**src/hw/rtl/spq_pkg.sv**
```systemverilog
// Package for the sorted priority queue: sizes, entry type, codes and cell control.
`default_nettype none

package spq_pkg;

    localparam int DEPTH        = 16;
    localparam int PRIO_BITS    = 32;
    localparam int PAYLOAD_BITS = 32;
    localparam int CNT_BITS     = $clog2(DEPTH + 1);
    localparam int FILL_BITS    = 5;
    localparam int IDX_BITS     = (DEPTH > 1) ? $clog2(DEPTH) : 1;

    typedef enum logic [0:0] {
        CMD_PUSH = 1'b0,
        CMD_POP  = 1'b1
    } t_cmd;

    typedef enum logic [1:0] {
        ST_OK    = 2'd0,
        ST_FULL  = 2'd1,
        ST_EMPTY = 2'd2
    } t_status;

    typedef struct packed {
        logic [PRIO_BITS-1:0]    prio;
        logic [PAYLOAD_BITS-1:0] payload;
    } t_entry;

    // Broadcast control for every cell of the chain
    typedef struct packed {
        logic   push;
        logic   pop;
        t_entry ins;
    } t_cell_ctl;

endpackage

`default_nettype wire

```
**src/hw/rtl/spq_if.sv**
```systemverilog
// Valid/ready channel interfaces for requests and results of the priority queue.
`default_nettype none

interface spq_req_if;
    logic        valid;
    logic        ready;
    logic [0:0]  cmd;
    logic [31:0] prio;
    logic [31:0] payload;

    modport source (output valid, output cmd, output prio, output payload, input ready);
    modport sink   (input valid, input cmd, input prio, input payload, output ready);
endinterface

interface spq_rsp_if;
    logic        valid;
    logic        ready;
    logic [1:0]  status;
    logic [31:0] head_prio;
    logic [31:0] head_payload;
    logic        is_empty;
    logic [4:0]  fill;

    modport source (output valid, output status, output head_prio, output head_payload,
                    output is_empty, output fill, input ready);
    modport sink   (input valid, input status, input head_prio, input head_payload,
                    input is_empty, input fill, output ready);
endinterface

`default_nettype wire

```
**src/hw/rtl/sorted_priority_queue.sv**
```systemverilog
// Top level of the sorted priority queue: request decode, cell chain, result register.
//
// Usage:
//   i_req carries requests: cmd 0 pushes (prio, payload), cmd 1 pops the head.
//   o_rsp carries one result per request: status, head entry after the request,
//   is_empty and fill. Lower prio is served first; equal prio leaves in push order.
//   The result is registered in the cycle after the request is taken.
//   Throughput is one request per cycle: every slot compares against the
//   pushed priority and takes its own value, its left neighbor's or the new
//   entry in the same cycle, and a pop moves every slot one step toward the head.
//   A push into a full queue is dropped with status 1; a pop on an empty queue
//   leaves the queue unchanged with status 2. Head fields read zero when empty.
//   Reset empties the queue (fill count cleared) and drops any pending result;
//   slot contents are not cleared and are never shown.
//   When the receiver stalls, the result holds in the output register and
//   i_req.ready stays low until it is taken; a new request is taken in the
//   same cycle that the waiting result leaves.
`default_nettype none

module sorted_priority_queue (
    input  wire logic   i_clk,
    input  wire logic   i_rst_n,
    spq_req_if.sink     i_req,
    spq_rsp_if.source   o_rsp
);

    localparam int D = spq_pkg::DEPTH;

    logic [spq_pkg::CNT_BITS-1:0] r_count;
    logic [spq_pkg::CNT_BITS-1:0] n_count;

    logic                         r_out_valid;
    spq_pkg::t_status             r_status;
    logic [31:0]                  r_head_prio;
    logic [31:0]                  r_head_payload;
    logic                         r_is_empty;
    logic [spq_pkg::FILL_BITS-1:0] r_fill;

    logic                         w_take;
    logic                         w_full;
    logic                         w_empty;
    spq_pkg::t_status             w_status;
    spq_pkg::t_cell_ctl           w_ctl;

    spq_pkg::t_entry              w_data [D];
    spq_pkg::t_entry              w_next [D];
    logic                         w_keep [D];
    logic                         w_occ  [D];

    // Handshake: take a request whenever the result register is free or draining
    assign i_req.ready = !r_out_valid || o_rsp.ready;
    assign w_take      = i_req.valid && i_req.ready;

    assign w_full  = (r_count == spq_pkg::CNT_BITS'(D));
    assign w_empty = (r_count == '0);

    // Request decode
    always_comb begin
        w_ctl.ins.prio    = i_req.prio[spq_pkg::PRIO_BITS-1:0];
        w_ctl.ins.payload = i_req.payload[spq_pkg::PAYLOAD_BITS-1:0];
        w_ctl.push        = 1'b0;
        w_ctl.pop         = 1'b0;
        w_status          = spq_pkg::ST_OK;
        n_count           = r_count;
        if (i_req.cmd == spq_pkg::CMD_PUSH) begin
            if (w_full) begin
                w_status = spq_pkg::ST_FULL;
            end else begin
                w_ctl.push = w_take;
                n_count    = r_count + 1'b1;
            end
        end else begin
            if (w_empty) begin
                w_status = spq_pkg::ST_EMPTY;
            end else begin
                w_ctl.pop = w_take;
                n_count   = r_count - 1'b1;
            end
        end
    end

    // Chain of slots, head at index 0
    for (genvar i = 0; i < D; i++) begin : g_cell
        assign w_occ[i] = (spq_pkg::CNT_BITS'(i) < r_count);

        spq_cell u_cell (
            .i_clk        (i_clk),
            .i_ctl        (w_ctl),
            .i_occ        (w_occ[i]),
            .i_left_keep  ((i == 0) ? 1'b1 : w_keep[(i == 0) ? 0 : i - 1]),
            .i_left_data  ((i == 0) ? w_ctl.ins : w_data[(i == 0) ? 0 : i - 1]),
            .i_right_data ((i == D - 1) ? w_data[i] : w_data[(i == D - 1) ? i : i + 1]),
            .o_data       (w_data[i]),
            .o_next       (w_next[i]),
            .o_keep       (w_keep[i])
        );
    end

    // Entry count
    always_ff @(posedge i_clk) begin
        if (!i_rst_n) begin
            r_count <= '0;
        end else if (w_take) begin
            r_count <= n_count;
        end
    end

    // Result register
    always_ff @(posedge i_clk) begin
        if (!i_rst_n) begin
            r_out_valid <= 1'b0;
        end else if (w_take) begin
            r_out_valid <= 1'b1;
        end else if (o_rsp.ready) begin
            r_out_valid <= 1'b0;
        end
    end

    always_ff @(posedge i_clk) begin
        if (w_take) begin
            r_status   <= w_status;
            r_is_empty <= (n_count == '0);
            r_fill     <= spq_pkg::FILL_BITS'(n_count);
            if (n_count == '0) begin
                r_head_prio    <= '0;
                r_head_payload <= '0;
            end else begin
                r_head_prio    <= 32'(w_next[0].prio);
                r_head_payload <= 32'(w_next[0].payload);
            end
        end
    end

    assign o_rsp.valid        = r_out_valid;
    assign o_rsp.status       = r_status;
    assign o_rsp.head_prio    = r_head_prio;
    assign o_rsp.head_payload = r_head_payload;
    assign o_rsp.is_empty     = r_is_empty;
    assign o_rsp.fill         = r_fill;

endmodule

`default_nettype wire

```
**src/hw/rtl/spq_cell.sv**
```systemverilog
// One slot of the sorted chain: holds an entry, inserts or shifts from its neighbors.
`default_nettype none

module spq_cell (
    input  wire logic               i_clk,
    input  wire spq_pkg::t_cell_ctl i_ctl,
    input  wire logic               i_occ,        // slot holds a live entry
    input  wire logic               i_left_keep,  // left neighbor stays in place
    input  wire spq_pkg::t_entry    i_left_data,
    input  wire spq_pkg::t_entry    i_right_data,
    output spq_pkg::t_entry         o_data,
    output spq_pkg::t_entry         o_next,
    output logic                    o_keep
);

    spq_pkg::t_entry r_data;
    spq_pkg::t_entry n_data;

    // Entry stays when it sorts at or ahead of the pushed one (ties stay first)
    assign o_keep = i_occ && (r_data.prio <= i_ctl.ins.prio);

    // Next slot content
    always_comb begin
        n_data = r_data;
        if (i_ctl.push) begin
            if (!o_keep) begin
                n_data = i_left_keep ? i_ctl.ins : i_left_data;
            end
        end else if (i_ctl.pop) begin
            n_data = i_right_data;
        end
    end

    always_ff @(posedge i_clk) begin
        r_data <= n_data;
    end

    assign o_data = r_data;
    assign o_next = n_data;

endmodule

`default_nettype wire

```
**src/flat_wrapper.sv**
```systemverilog
// flat-port wrapper written by rule: the top's interface ports become plain ports
module sorted_priority_queue_flat 
  (i_clk, i_rst_n, i_req_valid, i_req_cmd, i_req_prio, i_req_payload, i_req_ready, o_rsp_valid, o_rsp_status, o_rsp_head_prio, o_rsp_head_payload, o_rsp_is_empty, o_rsp_fill, o_rsp_ready);
  spq_req_if i_req_i ();
  spq_rsp_if o_rsp_i ();
  input  wire logic i_clk;
  input  wire logic i_rst_n;
  input wire logic [$bits(i_req_i.valid)-1:0] i_req_valid;
  input wire logic [$bits(i_req_i.cmd)-1:0] i_req_cmd;
  input wire logic [$bits(i_req_i.prio)-1:0] i_req_prio;
  input wire logic [$bits(i_req_i.payload)-1:0] i_req_payload;
  output wire logic [$bits(i_req_i.ready)-1:0] i_req_ready;
  output wire logic [$bits(o_rsp_i.valid)-1:0] o_rsp_valid;
  output wire logic [$bits(o_rsp_i.status)-1:0] o_rsp_status;
  output wire logic [$bits(o_rsp_i.head_prio)-1:0] o_rsp_head_prio;
  output wire logic [$bits(o_rsp_i.head_payload)-1:0] o_rsp_head_payload;
  output wire logic [$bits(o_rsp_i.is_empty)-1:0] o_rsp_is_empty;
  output wire logic [$bits(o_rsp_i.fill)-1:0] o_rsp_fill;
  input wire logic [$bits(o_rsp_i.ready)-1:0] o_rsp_ready;
  assign i_req_i.valid = i_req_valid;
  assign i_req_i.cmd = i_req_cmd;
  assign i_req_i.prio = i_req_prio;
  assign i_req_i.payload = i_req_payload;
  assign i_req_ready = i_req_i.ready;
  assign o_rsp_valid = o_rsp_i.valid;
  assign o_rsp_status = o_rsp_i.status;
  assign o_rsp_head_prio = o_rsp_i.head_prio;
  assign o_rsp_head_payload = o_rsp_i.head_payload;
  assign o_rsp_is_empty = o_rsp_i.is_empty;
  assign o_rsp_fill = o_rsp_i.fill;
  assign o_rsp_i.ready = o_rsp_ready;
  sorted_priority_queue u_core (.i_clk(i_clk), .i_rst_n(i_rst_n), .i_req(i_req_i), .o_rsp(o_rsp_i));
endmodule
```
**config.mk**
```make
export PLATFORM = sky130hd
export DESIGN_NAME = sorted_priority_queue_flat
export DESIGN_NICKNAME = d
export VERILOG_FILES = /design/src/hw/rtl/spq_pkg.sv /design/src/hw/rtl/spq_if.sv /design/src/hw/rtl/sorted_priority_queue.sv /design/src/hw/rtl/spq_cell.sv /design/src/flat_wrapper.sv
export SDC_FILE = /design/constraint.sdc
export NUM_CORES = 2
export LEC_CHECK = 0
export ABC_AREA = 1
export BUFFER_PORTS_ARGS = -buffer_cell sky130_fd_sc_hd__buf_2
export CAP_MARGIN = 20
export CELL_PAD_IN_SITES_DETAIL_PLACEMENT = 2
export CELL_PAD_IN_SITES_GLOBAL_PLACEMENT = 2
export CORE_UTILIZATION = 30
export DETAILED_ROUTE_END_ITERATION = 8
export GPL_ROUTABILITY_DRIVEN = 0
export GPL_TIMING_DRIVEN = 1
export PLACE_DENSITY_LB_ADDON = 0.1
export REMOVE_ABC_BUFFERS = 1
export SYNTH_ARGS = -nofsm -noshare
export SYNTH_HDL_FRONTEND = slang
export SYNTH_SLANG_ARGS = --single-unit
export TNS_END_PERCENT = 20
```
**constraint.sdc**
```tcl
create_clock -name i_clk -period 19.1 [get_ports i_clk]
set_input_delay 2.865 -clock i_clk [delete_from_list [all_inputs] [get_ports i_clk]]
set_output_delay 2.865 -clock i_clk [all_outputs]
set_load 0.05 [all_outputs]
```
==> results.sh <==
export IMPL_synth_area_leaders="edfxtp_1 (43%), nand2_1 (17%), nand3_1 (13%)"
export IMPL_cap_violations=0
export IMPL_clk_latency_ps=820
export IMPL_ios=143
export IMPL_drc=0
export IMPL_synthCells=9360
export IMPL_num_vias=62700
export IMPL_worstHoldPathType="register to register"
export IMPL_fillers=27600
export IMPL_synth_most_common_cell="nand2_1"
export IMPL_synth_seq_cells=1102
export IMPL_critPathMaxStageDelay_ps=780
export IMPL_p_clk_share_pct=32.3
export IMPL_arrival_ps=7470
export IMPL_fin_area_um2=80100
export IMPL_crit_required_ps=19640
export IMPL_path_cells="buf_2 > inv_1 > nand2_1 > nand2_1 > nor2_4 > inv_8 > buf_4 > buf_4 > buf_12 > buf_4 > o211ai_1 > nand2_1 > nor2_1"
export IMPL_htreeDepth=4
export IMPL_instances_no_fill=12500
export IMPL_synth_commonest_cells="nand2_1 (3,251), nand3_1 (1,825), edfxtp_1 (1,032), inv_1 (1,027), ha_1 (515)"
export IMPL_overflow=0
export IMPL_setup_tns_ps=0
export IMPL_worst_path_max_delay_cell="buf_4"
export IMPL_antenna_found_initial=2
export IMPL_start_util_pct=30.3
export IMPL_ys_warn_count=0
export IMPL_fin_crit_sh_pct=36.3
export IMPL_finalSetupViolations=0
export IMPL_synth_area_um2=72400
export IMPL_slew_viol_final=0
export IMPL_pwr_share_seq_pct=40.0
export IMPL_power_total_uw=8440
export IMPL_cts_tree="yes"
export IMPL_switchingPower_uw=3090
export IMPL_hpwl_um=187000
export IMPL_numPortBuffers=142
export IMPL_swShare_pct=36.6
export IMPL_power_frac_comb_pct=27.6
export IMPL_end_kind="register"
export IMPL_crit_path_start_kind="input pin"
export IMPL_synth_top_cell_area_share_pct=42.8
export IMPL_rsz0062_at_grt="no"
export IMPL_drt_iter0_drc=3344
export IMPL_area_growth_pct=10.7
export IMPL_postPlaceCellArea_um2=75500
export IMPL_cts_resized=0
export IMPL_seq_area_frac_synth_pct=44.8
export IMPL_cts_num_sinks=1102
export IMPL_grt_pass1_wl_um=420000
export IMPL_post_cts_setup_buffer_count=0
export IMPL_avgRoutedWirePerCell_um=21.6
export IMPL_slew_headroom_pct=22.5
export IMPL_cts_hold_buffers=0
export IMPL_worstMarginPinSlew_ps=1160
export IMPL_fmax_mhz=144
export IMPL_synth_flop_cell="edfxtp_1"
export IMPL_path_max_fanout=169
export IMPL_numCtsBuffers=148
export IMPL_synthArstFlopShare_pct=0
export IMPL_wl_um=268000
export IMPL_status="completed"
export IMPL_grt_pass1_vias=68500
export IMPL_root_buffer="clkbuf_16"
export IMPL_synth_top_cell_by_area="edfxtp_1"
export IMPL_ir_drop_v=0.0000930
export IMPL_fp_coreArea_um2=239000
export IMPL_power_leakage_uw=0.0378
export IMPL_place_inst=12200
export IMPL_num_rows=179
export IMPL_synth_edf_count=1032
export IMPL_p_int_uw=5350
export IMPL_cts_buffer_depth=3
export IMPL_criticalPathCategory="input pin to register"
export IMPL_min_period_ps=6940
export IMPL_syn_avg_cell_area_um2=7.73
export IMPL_grt_max_degree=183
export IMPL_clk_pin_slew_ps=60
export IMPL_grtUsageTotal_pct=21.9
export IMPL_ys_types=40
export IMPL_drive_gt1_share_pct=6.11
export IMPL_clock_skew_ps=29.9
export IMPL_die_h_um=493
export IMPL_final_antenna_net_count=0
export IMPL_viasPerCell=5.04
export IMPL_power_density_nw_per_um2=105
export IMPL_hold_violations=0
export IMPL_nets=9748
export IMPL_die_w_um=493
export IMPL_first_pass_iters=5
export IMPL_die_area_um2=243000
[layout by cell type, fill, tap and decap left out, types with 41 or more instances in the layout]
cell / instances
buf_4: 139
ha_1: 515
buf_2: 142
o21ai_0: 231
nor2_1: 173
nand2_2: 41
clkbuf_16: 153
edfxtp_1: 1032
nand2_1: 3203
a21oi_1: 334
o211ai_1: 79
inv_1: 1024
nand4_1: 49
nand3_1: 1825
dfxtp_1: 70
[critical path: cells and delay by family]
kind                   cells  cell delay [ps]
buffers and inverters      7             3250
AND/OR/NAND/NOR            5              730
AO/OA/AOI/OAI              1              200
[cell families after synthesis]
group                    count (synthesis)  synth area share [%]
flip-flops                            1102                  44.8
XOR/XNOR                                 3                0.0467
AO/OA/AOI/OAI                          723                  5.42
AND/OR/NAND/NOR                       5351                  31.3
buffers and inverters                 1666                  9.53
adder cells (fa/ha/maj)                515                  8.90
[power by group through the flow]
stage               sequential (uW)  clock (uW)  combinational, uW
detailed placement             3420           0               2360
global route                   3420        2900               2640
finish                         3380        2730               2330
CTS                            3380        2830               2370
global placement               3420           0               2260
floorplan                      3440           0               1520
[worst paths after layout]
check,slack (ps),end,start,depth (start not counted)
setup / recovery,12160,u_core.o_rsp.head_payload[17],o_rsp_ready,13
hold / removal,520,u_core.g_cell[14].u_cell.o_data[13],u_core.g_cell[15].u_cell.o_data[13],2
setup reg to reg,13360,u_core.g_cell[10].u_cell.o_data[5],u_core.r_count[1],14
hold reg to reg,520,u_core.g_cell[14].u_cell.o_data[13],u_core.g_cell[15].u_cell.o_data[13],2
[per-layer routing]
metal  GRT usage [%]  up-vias  routed length, um
met4            5.02        0               4980
met3            2.57      254               7870
met2            33.9      811             116000
met5               0        -                  0
met1            32.3    31100             140000
li1                -    30600                  -
[cell type report]
class                   instances  area, um2  share of cell area, %
multi-input cells            6592      33300                   41.6
well taps                    3167       3960                   4.95
flip-flops and latches       1102      32400                   40.4
diodes                          1       2.50                0.00312
inverters                    1033       3890                   4.86
repair buffers                287       1890                   2.36
clock inverters                69        508                  0.634
clock buffers                 202       4110                   5.13
[through the flow]
step           util, %  hold slack, ps  worst slack (ps)
2_1_floorplan        -             495            -49960
3_3_place_gp      31.6             498             11390
3_5_place_dp      31.6             513             11320
4_1_cts           33.5             518             12220
5_1_grt           33.5             534             11840
6_report          33.5             517             12160
[flip-flops by register name, summed over array words and instances, names as in the netlist]
register and count:
u_core.o_rsp.is_empty 1, u_core.o_rsp.status 2, u_core.r_count 5, u_core.o_rsp.head_payload 32
u_core.o_rsp.valid 1, u_core.o_rsp.fill 5, u_core.g_cell.u_cell.o_data 1024, u_core.o_rsp.head_prio 32
Power figures use the tool's default switching activity.
